===== src/rmq_pkg.sv =====
// Shared constants, types and helpers for the rotation matrix to quaternion block.
// Used by every module under src; depends on nothing.
package rmq_pkg;
    localparam int DATA_WIDTH = 16;
    localparam int FRAC_BITS  = 14;
    // A diagonal candidate is a sum of three entries.
    localparam int CAND_W     = DATA_WIDTH + 2;
    // The square-root radicand is (candidate + 1.0) << FRAC_BITS.
    localparam int RAD_W      = CAND_W + FRAC_BITS + 1;
    localparam int ROOT_W     = (RAD_W + 1) / 2;
    // An off-diagonal numerator is a sum of two entries.
    localparam int NUM_W      = DATA_WIDTH + 1;
    localparam int MAG_W      = NUM_W;
    localparam int DIVD_W     = MAG_W + FRAC_BITS;
    localparam int DEN_W      = ROOT_W + 2;
    localparam int SQ_STEPS   = ROOT_W;
    localparam int DIV_STEPS  = DIVD_W;

    localparam logic [1:0] CASE_W = 2'd0;
    localparam logic [1:0] CASE_X = 2'd1;
    localparam logic [1:0] CASE_Y = 2'd2;
    localparam logic [1:0] CASE_Z = 2'd3;

    typedef logic signed [DATA_WIDTH-1:0] data_t;
    typedef logic signed [NUM_W-1:0]      num_t;

    // Sideband that rides along the pipeline beside the arithmetic.
    typedef struct packed {
        logic [1:0] sel;
        num_t       n0;
        num_t       n1;
        num_t       n2;
    } side_t;

    function automatic data_t sat_signed(input logic signed [DIVD_W:0] v);
        logic signed [DIVD_W:0] hi;
        logic signed [DIVD_W:0] lo;
        begin
            hi = (DIVD_W+1)'(2 ** (DATA_WIDTH-1) - 1);
            lo = -hi - (DIVD_W+1)'(1);
            if (v > hi)
                sat_signed = data_t'(hi);
            else if (v < lo)
                sat_signed = data_t'(lo);
            else
                sat_signed = data_t'(v);
        end
    endfunction
endpackage


===== src/rmq_sqrt.sv =====
// Pipelined restoring square root, one result bit per stage.
// Depends on rmq_pkg; the sideband travels with each beat.
module rmq_sqrt
(
    input  logic                          clk,
    input  logic                          rst_n,
    input  logic                          in_valid,
    input  logic [rmq_pkg::RAD_W-1:0]     rad,
    input  rmq_pkg::side_t                in_side,
    output logic                          out_valid,
    output logic [rmq_pkg::ROOT_W-1:0]    root,
    output rmq_pkg::side_t                out_side
);
    localparam int N  = rmq_pkg::SQ_STEPS;
    localparam int RW = rmq_pkg::ROOT_W + 2;
    localparam int VW = 2 * rmq_pkg::ROOT_W;

    logic [N:1]                       valid_reg;
    logic [VW-1:0]                    val_reg  [1:N];
    logic [RW-1:0]                    rem_reg  [1:N];
    logic [rmq_pkg::ROOT_W-1:0]       res_reg  [1:N];
    rmq_pkg::side_t                   side_reg [1:N];

    always_ff @(posedge clk or negedge rst_n)
    begin
        if (!rst_n)
            valid_reg <= '0;
        else
            valid_reg <= {valid_reg[N-1:1], in_valid};
    end

    // Each stage brings down two radicand bits and tries 4*root+1.
    for (genvar s = 0; s < N; s++)
    begin : g_step
        logic [VW-1:0]              val_cur;
        logic [RW-1:0]              rem_cur, rem_next, trial;
        logic [rmq_pkg::ROOT_W-1:0] res_cur;
        rmq_pkg::side_t             side_cur;

        if (s == 0)
        begin : g_head
            always_comb
            begin
                val_cur  = VW'(rad);
                rem_cur  = '0;
                res_cur  = '0;
                side_cur = in_side;
            end
        end
        else
        begin : g_body
            always_comb
            begin
                val_cur  = val_reg[s];
                rem_cur  = rem_reg[s];
                res_cur  = res_reg[s];
                side_cur = side_reg[s];
            end
        end

        always_comb
        begin
            rem_next = {rem_cur[RW-3:0], val_cur[VW-1:VW-2]};
            trial    = {res_cur, 2'b01};
        end
        always_ff @(posedge clk)
        begin
            val_reg[s+1]  <= val_cur << 2;
            side_reg[s+1] <= side_cur;
            if (rem_next >= trial)
            begin
                rem_reg[s+1] <= rem_next - trial;
                res_reg[s+1] <= {res_cur[rmq_pkg::ROOT_W-2:0], 1'b1};
            end
            else
            begin
                rem_reg[s+1] <= rem_next;
                res_reg[s+1] <= {res_cur[rmq_pkg::ROOT_W-2:0], 1'b0};
            end
        end
    end

    assign out_valid = valid_reg[N];
    assign root      = res_reg[N];
    assign out_side  = side_reg[N];
endmodule


===== config.mk =====
export PLATFORM = sky130hd
export DESIGN_NAME = rmq_sqrt
export DESIGN_NICKNAME = d
export VERILOG_FILES = /design/src/rmq_pkg.sv /design/src/rmq_sqrt.sv
export SDC_FILE = /design/constraint.sdc
export NUM_CORES = 1
export LEC_CHECK = 0
export BUFFER_PORTS_ARGS = -buffer_cell sky130_fd_sc_hd__buf_2
export CAP_MARGIN = 20
export CORE_UTILIZATION = 46
export CTS_CLUSTER_DIAMETER = 40
export DETAILED_ROUTE_END_ITERATION = 8
export GPL_TIMING_DRIVEN = 0
export PLACE_DENSITY = 0.65
export SLEW_MARGIN = 40
export SYNTH_ARGS = -nofsm -noshare
export SYNTH_HDL_FRONTEND = slang
export SYNTH_SLANG_ARGS = --single-unit

===== constraint.sdc =====
create_clock -name clk -period 3.22 [get_ports clk]
set_input_delay 0.161 -clock clk [delete_from_list [all_inputs] [get_ports clk]]
set_output_delay 0.161 -clock clk [all_outputs]
set_load 0.01 [all_outputs]

# --- After elaboration in Yosys (flattened, before gate mapping) ---
# Memory sizes are Yosys's and may differ from the RTL's.
# Index checks and enable logic that the tools add are counted.
op_classes:
  bitwise_logic: 34
  n_lt_le_gt_ge: 17
  add_sub_neg: 17
  muxes: 85
ops:
  columns: ["op", "count"]
  rows:
  - ["19-bit two-way mux", 17]
  - ["19-bit >= comparator", 16]
  - ["19-bit subtractor", 16]
  - ["17-bit two-way mux", 17]
  - ["1-bit two-way mux", 51]
  - ["1-bit bitwise OR", 34]
  - ["1-bit by 1-bit subtractor with 2-bit output, second input constant", 1]
  - ["1-bit >= comparator, second input constant", 1]
word_totals:
  memories: 4
  inputBits: 89
  mem_bits_rw: 2057
  word_cells: 158
  ff_bits: 17
mem_list:
  columns: ["memory", "depth", "word_bits", "rd", "rd_clocked_by_memory_dff", "write_ports", "line", "text"]
  rows:
  - ["side_reg", 17, 53, 17, 0, 17, "rmq_sqrt.sv:22", "rmq_pkg::side_t side_reg [1:N];"]
  - ["val_reg", 17, 32, 16, 0, 17, "rmq_sqrt.sv:19", "logic [VW-1:0] val_reg [1:N];"]
  - ["rem_reg", 17, 19, 16, 0, 17, "rmq_sqrt.sv:20", "logic [RW-1:0] rem_reg [1:N];"]
  - ["res_reg", 17, 17, 17, 0, 17, "rmq_sqrt.sv:21", "logic [rmq_pkg::ROOT_W-1:0] res_reg [1:N];"]

# --- Longest topological paths before layout ---
# An unclocked memory read counts as a cell.
depth:
  depth_word: 5
  ltp_mapped: 11
  depth_no_buf: 10

# --- Worst setup path before layout ---
# OpenSTA, ideal clock, no wires.
synth_path:
  path_kind: "register to register"
  start: "register res_reg[0][156] (netlist name)"
  end: "register rem_reg[2][51] (netlist name)"
  period_less_slack_ns: 2.389
  arrival_ns: 2.317
  setup_time_ns: 0.072
  path_stages_with_launch: 11
  slack_ns: 0.831
  path_cell_list: "dfxtp_1 > inv_1 > ha_1 > buf_6 > and4_1 > o21a_1 > or4b_1 > a31o_1 > a221o_1 > nor3_2 > xor2_1"

==> results_dict.tcl <==
set metrics [dict create \
    syn-num-nets 3549 \
    worstSkewPairLatency_ps 740 \
    via_per_inst 4.428 \
    synth_most_common_cell "dfxtp_1" \
    maxCapViolCount 0 \
    ys_types 86 \
    grt_pass1_wl_mm 105.7 \
    largest_reg_flops 901 \
    ys_warn_count 0 \
    portBuffers 159 \
    period_share_pct 92.20 \
    rsz0062_at_grt "false" \
    synth_top_family_by_area "compound AO/OA/AOI/OAI gates" \
    grt_max_degree 18 \
    worst-path-max-fanout 10 \
    relSlewSlack_pct 48.12 \
    synthSimpleGateAreaFrac_pct 6.845 \
    ff_latch_area_sq_mm 0.03198 \
    core_area_sq_mm 0.09194 \
    powerDensity_mw_per_mm2 904.1 \
    synth_area_leaders "dfxtp_1 (74%), ha_1 (5.0%), o21ai_0 (1.9%)" \
    place_inst 4692 \
    crit_path_start_kind "flop" \
    num_antenna_cells 0 \
    synthArstFlopShare_pct 1.067 \
    ys_ff_latch 1593 \
    fmax_ghz 0.3368 \
    crit_type "reg2reg" \
    cts.clk_slew.worst_paths_ps 60 \
    cts_root_buffer "clkbuf_16" \
    die_area_sq_mm 0.09429 \
    synth-main-ff-cell "dfxtp_1" \
    synthMuxAreaShare_pct 0.4501 \
    gp_congestion 0.8735 \
    syn-instance-count 3290 \
    antenna_found_initial 0 \
    total_power_mw 47.76 \
    nets 4031 \
    hp-class "in2reg" \
    clock_path_buffers 3 \
    synth-xor-area-share_pct 3.396 \
    nFillCells 7454 \
    cts_setup_buffers 0 \
    yosysTopAreaCell "dfxtp_1" \
    grt_pass1_vias 23010 \
    synth_compound_area_share_pct 7.316 \
    tightestPinTransition_ps 758.6 \
    grt-ovfl-total 0 \
    synth_fa_ha_area_share_pct 4.969 \
    hpwl_mm 40.97 \
    crit_required_ps 3790 \
    post_drt_wl_per_cell_microns 12.44 \
    critPathArrivalTime_ps 3540 \
    io_pins 160 \
    drt-initial-drc-count 790 \
    stdcell_count 5162 \
    syn_to_final_growth_pct 23.39 \
    routed_wl_mm 64.22 \
    ys_seq_area_share_pct 74.69 \
    syn-cell-area_sq_mm 0.04281 \
    clock-sinks 1593 \
    synth_top_cell_area_share_pct 73.70 \
    p_leak_nw 23.72 \
    cts_tree "built" \
    fin_crit_ps 2969 \
    die_w_microns 307.1 \
    finalSetupViolCount 0 \
    post-route-util_pct 57.45 \
    multi_input_area_sq_mm 0.009848 \
    ys_top_cells_by_count "dfxtp_1 (1576), inv_1 (210), nand2_1 (188), ha_1 (170), o21ai_0 (162)" \
    gr-usage-all-layers_pct 13.81 \
    setup_tns_ps 0 \
    hold_viol 0 \
    postRouteAntennaNets 0 \
    crit_path_end_kind "flop" \
    htree_levels 4 \
    numCtsBuffers 175 \
    r2r_slack_ps 250 \
    synth.avg_cell_area_sq_um 13.01 \
    drive_gt1_share_pct 13.29 \
    via_count 22860 \
    fin_skew_ps 23.67 \
    dr.pass1.iters 7 \
    rows 111 \
    drc 0 \
    ir_worst_vdd_mv 0.6615 \
    synth_edf_count 0 \
    initial_utilization_pct 46.56 \
    die-height_microns 307.1 \
    slew_violations 0 \
    status "complete, no violations" \
]
## cell type report
cell class / count / share of cell area, %
timing repair buffer: 305 / 4.264
clock buffer: 229 / 9.345
sequential: 1593 / 60.54
tap: 1243 / 2.944
inverter: 211 / 1.499
clock inverter: 95 / 2.383
buffer: 44 / 0.3814
multi-input combinational: 1442 / 18.65
## through the flow
stage | instance area, sq um | setup WS (ps) | hold WS [ps]
after floorplan | 42810 | 831.3 | -134.6
after global placement | 45160 | 186.1 | 87.54
after detailed placement | 45170 | 275.1 | 99.59
after CTS | 52810 | 261.8 | 0.4929
after global routing | 52820 | 27.34 | 13.97
final | 52820 | 251.2 | 56.16
## worst max-delay path, stage by stage (launching register included)
cell and delay [ps]:
dfxtp_1 350, inv_1 50, ha_1 260, clkbuf_1 180, a21oi_1 270, o21ai_0 130, a21oi_1 160, nor2_1 90
nor3_2 550, clkbuf_1 560, o21ai_0 220
## cell usage in the layout, fill, tap and decap left out, drive strengths merged, types with 10 or more instances in the layout
cell         synthesis  final
buf                 19    179
o21a                41     41
mux2                10     10
nor2               136    136
a21o                42     42
nor2b               25     25
clkinvlp             0     16
xor2                89     89
dfrtp               17     17
a211oi              22     22
o31ai               24     24
or4                 10     10
nor4                24     24
nand4               21     21
dfxtp             1576   1576
o21ai              166    166
nand2b              25     25
nor3                49     49
dlygate4sd3          0    145
clkbuf              25    254
a21oi              111    111
nand2              188    188
inv                210    230
o21bai              11     11
or3                 26     26
ha                 170    170
nand3               30     30
or2                 12     12
clkinv               1     47
bufinv               0     13
xnor2               77     77
## where the power goes
part,leakage [nW],switching (mW),internal (mW)
sequential,13.5,1.02,21.8
combinational,7.28,2.59,2.20
clock,2.99,8.01,12.1
total,23.7,11.6,36.1
## what timing repair did
| item | CTS | global route |
|---|---|---|
| setup endpoints to repair | 0 | 0 |
| gates resized for setup | 0 | 0 |
| hold buffers | 145 | 1 |
| hold endpoints to repair | 104 | 6 |
## per-layer routing
| layer | GRT usage (%) | vias up | wire length, microns |
|---|---|---|---|
| met1 | 14.09 | 10290 | 25730 |
| met5 | 0 | - | 0 |
| met4 | 8.076 | 0 | 2801 |
| li1 | - | 11940 | - |
| met3 | 3.604 | 205 | 2723 |
| met2 | 25.28 | 424 | 32970 |
## cells by family after synthesis
| kind of cell | after synthesis |
|---|---|
| mux | 18 |
| compound gates | 494 |
| other cells | 1 |
| flops | 1593 |
| fa+ha+maj | 170 |
| xor+xnor | 166 |
| simple gates | 593 |
| buf+inv | 255 |
## path summary, 6_finish.rpt
path / from / to / cells after the start
max: res_reg[0][193] / rem_reg[3][12] / 10
min: in_side[28] / side_reg[0][81] / 2
max reg2reg: res_reg[0][193] / rem_reg[3][12] / 10
min reg2reg: val_reg[0][378] / val_reg[0][412] / 0
max in group asynchronous: rst_n / valid_reg[9] / 4
min in group asynchronous: rst_n / valid_reg[5] / 4
(Power assumes the default switching activity.)
