==> src/rmq_pkg.sv <==
// Shared constants, types and helpers for the rotation matrix to quaternion block.
// Used by every module under src; depends on nothing.
package rmq_pkg;
    localparam int DATA_WIDTH = 16;
    localparam int FRAC_BITS  = 14;
    // A diagonal candidate is a sum of three entries.
    localparam int CAND_W     = DATA_WIDTH + 2;
    // The square-root radicand is (candidate + 1.0) << FRAC_BITS.
    localparam int RAD_W      = CAND_W + FRAC_BITS + 1;
    localparam int ROOT_W     = (RAD_W + 1) / 2;
    // An off-diagonal numerator is a sum of two entries.
    localparam int NUM_W      = DATA_WIDTH + 1;
    localparam int MAG_W      = NUM_W;
    localparam int DIVD_W     = MAG_W + FRAC_BITS;
    localparam int DEN_W      = ROOT_W + 2;
    localparam int SQ_STEPS   = ROOT_W;
    localparam int DIV_STEPS  = DIVD_W;

    localparam logic [1:0] CASE_W = 2'd0;
    localparam logic [1:0] CASE_X = 2'd1;
    localparam logic [1:0] CASE_Y = 2'd2;
    localparam logic [1:0] CASE_Z = 2'd3;

    typedef logic signed [DATA_WIDTH-1:0] data_t;
    typedef logic signed [NUM_W-1:0]      num_t;

    // Sideband that rides along the pipeline beside the arithmetic.
    typedef struct packed {
        logic [1:0] sel;
        num_t       n0;
        num_t       n1;
        num_t       n2;
    } side_t;

    function automatic data_t sat_signed(input logic signed [DIVD_W:0] v);
        logic signed [DIVD_W:0] hi;
        logic signed [DIVD_W:0] lo;
        begin
            hi = (DIVD_W+1)'(2 ** (DATA_WIDTH-1) - 1);
            lo = -hi - (DIVD_W+1)'(1);
            if (v > hi)
                sat_signed = data_t'(hi);
            else if (v < lo)
                sat_signed = data_t'(lo);
            else
                sat_signed = data_t'(v);
        end
    endfunction
endpackage

==> src/rmq_front.sv <==
// Front stage: diagonal candidates, largest pick and off-diagonal numerators.
// Depends on rmq_pkg.
module rmq_front
(
    input  logic                  clk,
    input  logic                  rst_n,
    input  logic                  in_valid,
    input  rmq_pkg::data_t        r1c1, r1c2, r1c3, r2c1, r2c2, r2c3, r3c1, r3c2, r3c3,
    output logic                  out_valid,
    output logic [rmq_pkg::RAD_W-1:0] rad,
    output rmq_pkg::side_t        side
);
    typedef logic signed [rmq_pkg::CAND_W-1:0] cand_t;

    cand_t c0, c1, c2, c3, big;
    logic [1:0] sel;
    rmq_pkg::num_t a, b, c, d, e, f;
    logic valid_reg;
    logic [rmq_pkg::RAD_W-1:0] rad_reg;
    rmq_pkg::side_t side_reg, side_next;

    always_comb
    begin
        c0 = cand_t'(r1c1) + cand_t'(r2c2) + cand_t'(r3c3);
        c1 = cand_t'(r1c1) - cand_t'(r2c2) - cand_t'(r3c3);
        c2 = cand_t'(r2c2) - cand_t'(r1c1) - cand_t'(r3c3);
        c3 = cand_t'(r3c3) - cand_t'(r1c1) - cand_t'(r2c2);
        big = c0;
        sel = rmq_pkg::CASE_W;
        if (big < c1)
        begin
            big = c1;
            sel = rmq_pkg::CASE_X;
        end
        if (big < c2)
        begin
            big = c2;
            sel = rmq_pkg::CASE_Y;
        end
        if (big < c3)
        begin
            big = c3;
            sel = rmq_pkg::CASE_Z;
        end
        a = rmq_pkg::num_t'(r2c3) - rmq_pkg::num_t'(r3c2);
        b = rmq_pkg::num_t'(r3c1) - rmq_pkg::num_t'(r1c3);
        c = rmq_pkg::num_t'(r1c2) - rmq_pkg::num_t'(r2c1);
        d = rmq_pkg::num_t'(r1c2) + rmq_pkg::num_t'(r2c1);
        e = rmq_pkg::num_t'(r3c1) + rmq_pkg::num_t'(r1c3);
        f = rmq_pkg::num_t'(r2c3) + rmq_pkg::num_t'(r3c2);
        side_next.sel = sel;
        case (sel)
            rmq_pkg::CASE_W: begin side_next.n0 = a; side_next.n1 = b; side_next.n2 = c; end
            rmq_pkg::CASE_X: begin side_next.n0 = a; side_next.n1 = d; side_next.n2 = e; end
            rmq_pkg::CASE_Y: begin side_next.n0 = b; side_next.n1 = d; side_next.n2 = f; end
            default:         begin side_next.n0 = c; side_next.n1 = e; side_next.n2 = f; end
        endcase
    end

    always_ff @(posedge clk or negedge rst_n)
    begin
        if (!rst_n)
            valid_reg <= 1'b0;
        else
            valid_reg <= in_valid;
    end

    // The largest candidate is never negative, so its low bits suffice.
    always_ff @(posedge clk)
    begin
        rad_reg  <= {rmq_pkg::RAD_W'(big[rmq_pkg::CAND_W-2:0])
                     + rmq_pkg::RAD_W'(2 ** rmq_pkg::FRAC_BITS)} << rmq_pkg::FRAC_BITS;
        side_reg <= side_next;
    end

    assign out_valid = valid_reg;
    assign rad       = rad_reg;
    assign side      = side_reg;
endmodule

==> config.mk <==
export PLATFORM = sky130hd
export DESIGN_NAME = rmq_front
export DESIGN_NICKNAME = d
export VERILOG_FILES = /design/src/rmq_pkg.sv /design/src/rmq_front.sv
export SDC_FILE = /design/constraint.sdc
export NUM_CORES = 1
export LEC_CHECK = 0
export BUFFER_PORTS_ARGS = -buffer_cell sky130_fd_sc_hd__buf_2
export CAP_MARGIN = 10
export CORE_MARGIN = 2
export CORE_UTILIZATION = 40
export CTS_BUF_LIST = sky130_fd_sc_hd__clkbuf_4 sky130_fd_sc_hd__clkbuf_8 sky130_fd_sc_hd__clkbuf_16
export DETAILED_ROUTE_END_ITERATION = 8
export GPL_TIMING_DRIVEN = 0
export HOLD_SLACK_MARGIN = 0.02
export PLACE_DENSITY_LB_ADDON = 0.15
export SYNTH_ARGS = -nofsm -noshare
export SYNTH_HDL_FRONTEND = slang
export SYNTH_SLANG_ARGS = --single-unit
export TNS_END_PERCENT = 5
==> constraint.sdc <==
create_clock -name clk -period 0.8 [get_ports clk]
set_input_delay 0.08 -clock clk [delete_from_list [all_inputs] [get_ports clk]]
set_output_delay 0.08 -clock clk [all_outputs]
set_load 0.02 [all_outputs]
# After elaboration in Yosys (flattened, before gate mapping)
# Cells that the tools add are included.
# word_totals
regBits	73
in_bits	147
output_inout_bits	87
word_cells	34
# op_classes
addsub	15
magnitude_cmp	3
eq_ne	2
muxes	7
n_reduce_logical	1
# ops
op	n
51-bit one-hot mux with 3 select lines	1
16-bit by 16-bit subtractor with 17-bit output	6
16-bit by 16-bit adder with 17-bit output	4
18-bit less-than comparator	3
17-bit by 16-bit subtractor with 18-bit output	3
18-bit two-way mux	2
17-bit by 16-bit adder with 18-bit output	1
17-bit by 16-bit adder with 18-bit output (second input constant)	1
17-bit two-way mux	1
2-bit two-way mux	2
2-bit by 1-bit equality test with 1-bit output (second input constant)	1
2-bit equality test (second input constant)	1
2-bit logical NOT	1
1-bit two-way mux	1

# Depth between registers and ports, before layout
# logic_depth
word_depth	10
ltp_mapped	48
ltp_nobuf	43

# Worst setup path before layout
# OpenSTA, ideal clock, no wires.
# synth_path
path_type	in2reg
start	in r1c1[1]
end	reg side_reg, in the netlist side[0]
setup_ps	128
arrival_ps	8305
required_ps	672
setup_slack_ps	-7633
stages	41
path_buffers	6
path_cell_list	inv_1 > fa_1 > inv_1 > ha_1 > fa_1 > a2111oi_4 > nor3b_1 > or2_2 > nand2_1 > nand2_1 > a211oi_1 > nor3_1 > ha_1 > a2111oi_0 > nand2_1 > o211ai_1 > o21a_1 > buf_6 > [... 5 more ...] > o21ai_0 > a211oi_1 > o21ai_0 > a31oi_1 > clkbuf_1 > buf_1 > o21ai_0 > ha_1 > a21o_1 > a211oi_1 > nand4b_1 > o221ai_1 > nor2_1 > buf_2 > inv_1 > clkbuf_1 > clkbuf_1 > a21oi_1
# synth_rtl
item	line	source
start, declared	rmq_front.sv:8	input rmq_pkg::data_t r1c1, r1c2, r1c3, r2c1, r2c2, r2c3, r3c1, r3c2, r3c3,
end signal, assigned	rmq_front.sv:73	side_reg <= side_next;
end, declared	rmq_front.sv:20	rmq_pkg::side_t side_reg, side_next;

==> results by group <==
Run status
  – Status: complete, but fails checks
  – Failing checks: negative setup slack

Routing
  – Antenna-violating nets left: 0
  – First-pass DRT Iterations: 5
  – 1st-iter DRT viols: about 600
  – DR WL/cell: ~18 µm
  – Vias per cell: 5.24
  – Via count: roughly 12k
  – Final wirelength: a little over 40 mm
  – Drt drc: 0

Clock tree
  – Clk pin slew, worst setup/hold paths: around 0.070 ns
  – Clk buf depth: 2
  – H-tree levels: 3
  – Clock root buffer: clkbuf_16
  – CTS Buf Count: 9
  – CTS tree: built
  – Sink Count: 72

STA
  – Hold violation count in the final report: 0
  – Fin. max-slew vios: 0
  – Period utilization: 10.5
  – Least-Margin Pin Slew: around 1.1 ns
  – Fin Setup TNS: -529.66 ns
  – Final WS setup: -7.60 ns
  – Crit path time final: about 8.4 ns
  – Setup Viol. Count Final: 144
  – Rel. slew slack: 0.242
  – Max Freq: ~120 MHz
  – RSZ-0062 raised after global routing: yes

Global routing
  – M3 GR Usage: 0.0260
  – Initial antenna violation count: 1
  – Vias in the first global route: about 12k
  – Routing usage on met1: 0.329
  – Tot GR Track Use: 0.243
  – Largest net degree at the start of global routing: 16
  – First-pass GRT wire length: approximately 64 mm
  – GRT busiest layer: met2
  – Global route overflow: 0
  – GR met2 Demand/Resource: 0.399

Job
  – Max-cap violation count: 0

Placed design
  – Pre-CTS setup slack: -9.73 ns
  – RD Place Congestion: ~0.89
  – Final HPWL DP: roughly 34 mm
  – PortBufs: ~220
  – Dpl cell area: between 10000 and 15000 µm²

Logic synthesis
  – Warnings from Yosys: 0
  – Area contributors post-synth: ha_1, dfxtp_1, fa_1
  – Top-area cell type share of the netlist area: 0.209
  – Syn Area/Cell: 8.11 µm²
  – Post-synth EDFFs: 0
  – Area leader, netlist: ha_1
  – Yosys cell types: 78
  – Sequential fraction of the synthesis area: 0.113
  – Mapped Area: 12800 µm²
  – Ys flop type: dfxtp_1
  – Cell count after synthesis: between 1.5k and 2k
  – Ys async rst share: 0.0139
  – Register bit total from synthesis: 72

Setup path
  – Crit path launch type: input pin
  – CP max stage cell: fa_1
  – Crit path largest cell delay: 0.54 ns
  – Critical Path Start: r3c3[1]
  – CP Max Fanout: 8
  – Data required time at the worst endpoint: roughly 1.1 ns
  – Kind of critical path: input pin to flip-flop
  – CP Capture Type: flip-flop
  – Worst path most repeated cell: buf_12
  – Worst Path Arrival: 8.67 ns
  – Buf+Inv Stages, Crit Path: 12
  – CP top delay family: compound AO/OA/AOI/OAI gates

Final layout
  – Fraction of layout cells with a size suffix above 1: 0.280
  – Fillers: 2995
  – Design area: about 17000 µm²
  – Synthesis-to-finish area growth: 31.1%
  – NumNets Final: between 2k and 2.5k
  – Fin util: 0.534
  – Max FFs per register: 53

Floorplanning
  – Die Height: between 150 and 200 µm
  – IO Pins: 234
  – Die W: between 150 and 200 µm
  – # rows: 65
  – Initial Utilization: 0.407
  – Die area: around 34000 µm²
  – Core ar.: around 32000 µm²

Hold path
  – Worst hold path depth: 3
  – Hold_sp: r3c2[0]
  – Hold Path Sink: side[0]$_DFF_P_
  – HP Class: input pin to flip-flop
[area by class of cell]
| type | instances | area, µm² | share of cell area |
|---|---|---|---|
| multi-input cells | 1266 | 11100 | 0.657 |
| clock buffers | 9 | 225 | 0.0134 |
| flip-flops and latches | 72 | 1540 | 0.0914 |
| clock inverters | 7 | 108 | 0.00639 |
| repair buffers | 272 | 2100 | 0.125 |
| inverters | 196 | 771 | 0.0458 |
| plain buffers | 59 | 531 | 0.0315 |
| well taps | 402 | 503 | 0.0299 |
| diodes | 1 | 2.50 | 0.000149 |
[synth_stat cells, drive strengths merged, types with 3 or more instances]
| cell | n |
|---|---|
| nand2 | 82 |
| nor3b | 5 |
| o2bb2ai | 4 |
| nand3 | 13 |
| clkbuf | 36 |
| fa | 71 |
| ha | 215 |
| mux2i | 35 |
| a31o | 4 |
| nand2b | 23 |
| o21a | 32 |
| nor2b | 29 |
| o31ai | 11 |
| o22ai | 6 |
| nor2 | 126 |
| a2111oi | 8 |
| xor2 | 43 |
| o41ai | 5 |
| buf | 27 |
| o21bai | 17 |
| a221oi | 4 |
| o221ai | 3 |
| a21boi | 3 |
| inv | 195 |
| a22o | 4 |
| o211ai | 9 |
| and3 | 6 |
| nand4 | 9 |
| a31oi | 13 |
| xnor2 | 94 |
| nor3 | 35 |
| a211oi | 22 |
| a22oi | 6 |
| o311ai | 3 |
| or2 | 4 |
| a21oi | 121 |
| o21ba | 5 |
| dfxtp | 71 |
| o21ai | 79 |
| nand3b | 3 |
| mux2 | 23 |
| a21o | 42 |
| or3 | 10 |
[per-stage QoR]
stage          hold slack [ns]  cells
2_1_floorplan           -0.216   1597
4_1_cts                 0.0820   2270
3_5_place_dp            -0.144   2218
5_1_grt                 0.0981   2284
6_report                0.0882   2284
3_3_place_gp            -0.146   2218
[cell usage in the layout (no fill, tap or decap), types with 14 or more instances in the layout]
cell type,n
nor2_1,116
xnor2_1,92
a211oi_1,14
o21ai_0,54
o21ai_1,19
buf_6,90
mux2i_1,30
o21bai_1,16
dfxtp_2,69
o21a_1,31
fa_1,65
a21o_1,42
nor2b_1,28
nand2b_1,21
buf_4,47
xor2_1,43
buf_2,144
nand2_1,78
inv_1,189
nor3_1,33
ha_1,204
a21oi_1,113
conb_1,14
clkbuf_1,25
mux2_4,14
[cells by family after synthesis]
logic type	count (synthesis)	synth area share
buffers and inverters	259	0.0830
adder cells (fa/ha/maj)	288	0.322
other	1	0.000292
multiplexers	58	0.0483
flip-flops	72	0.113
XOR/XNOR	137	0.0934
AND/OR/NAND/NOR	349	0.127
AO/OA/AOI/OAI	420	0.214
[worst max-delay path by stage]
stage,end,slack (ns),cells past startpoint
after global placement,side[28]$_DFF_P_,-9.77,41
final,side[19]$_DFF_P_,-7.60,47
after floorplan,rad[30]$_DFF_P_,-6.91,43
after global routing,side[19]$_DFF_P_,-7.88,47
after CTS,rad[30]$_DFF_P_,-7.60,45
after detailed placement,side[28]$_DFF_P_,-9.73,41
[tightest hold or removal path: cells and delay by family]
family	cells	cell delay (ns)
adder cells (fa/ha/maj)	1	0.15
buffers and inverters	1	0.13
AO/OA/AOI/OAI	1	0.06
[timing repair]
action,in CTS,in global routing
pin swaps,46,35
gates cloned,0,1
buffers inserted,33,17
hold buffers,3,0
endpoints found under the hold margin,2,0
setup endpoints to repair,144,144
resized for setup,369,76
[layer usage]
metal  wire (µm)  vias up
li1            -     5965
met1       19400     5578
met2       18800      340
met3        1710       75
met4        1480        0
met5           0        -
Power is not shown: default switching activity piles up to over one toggle a cycle in this logic, so the estimate is an artifact.
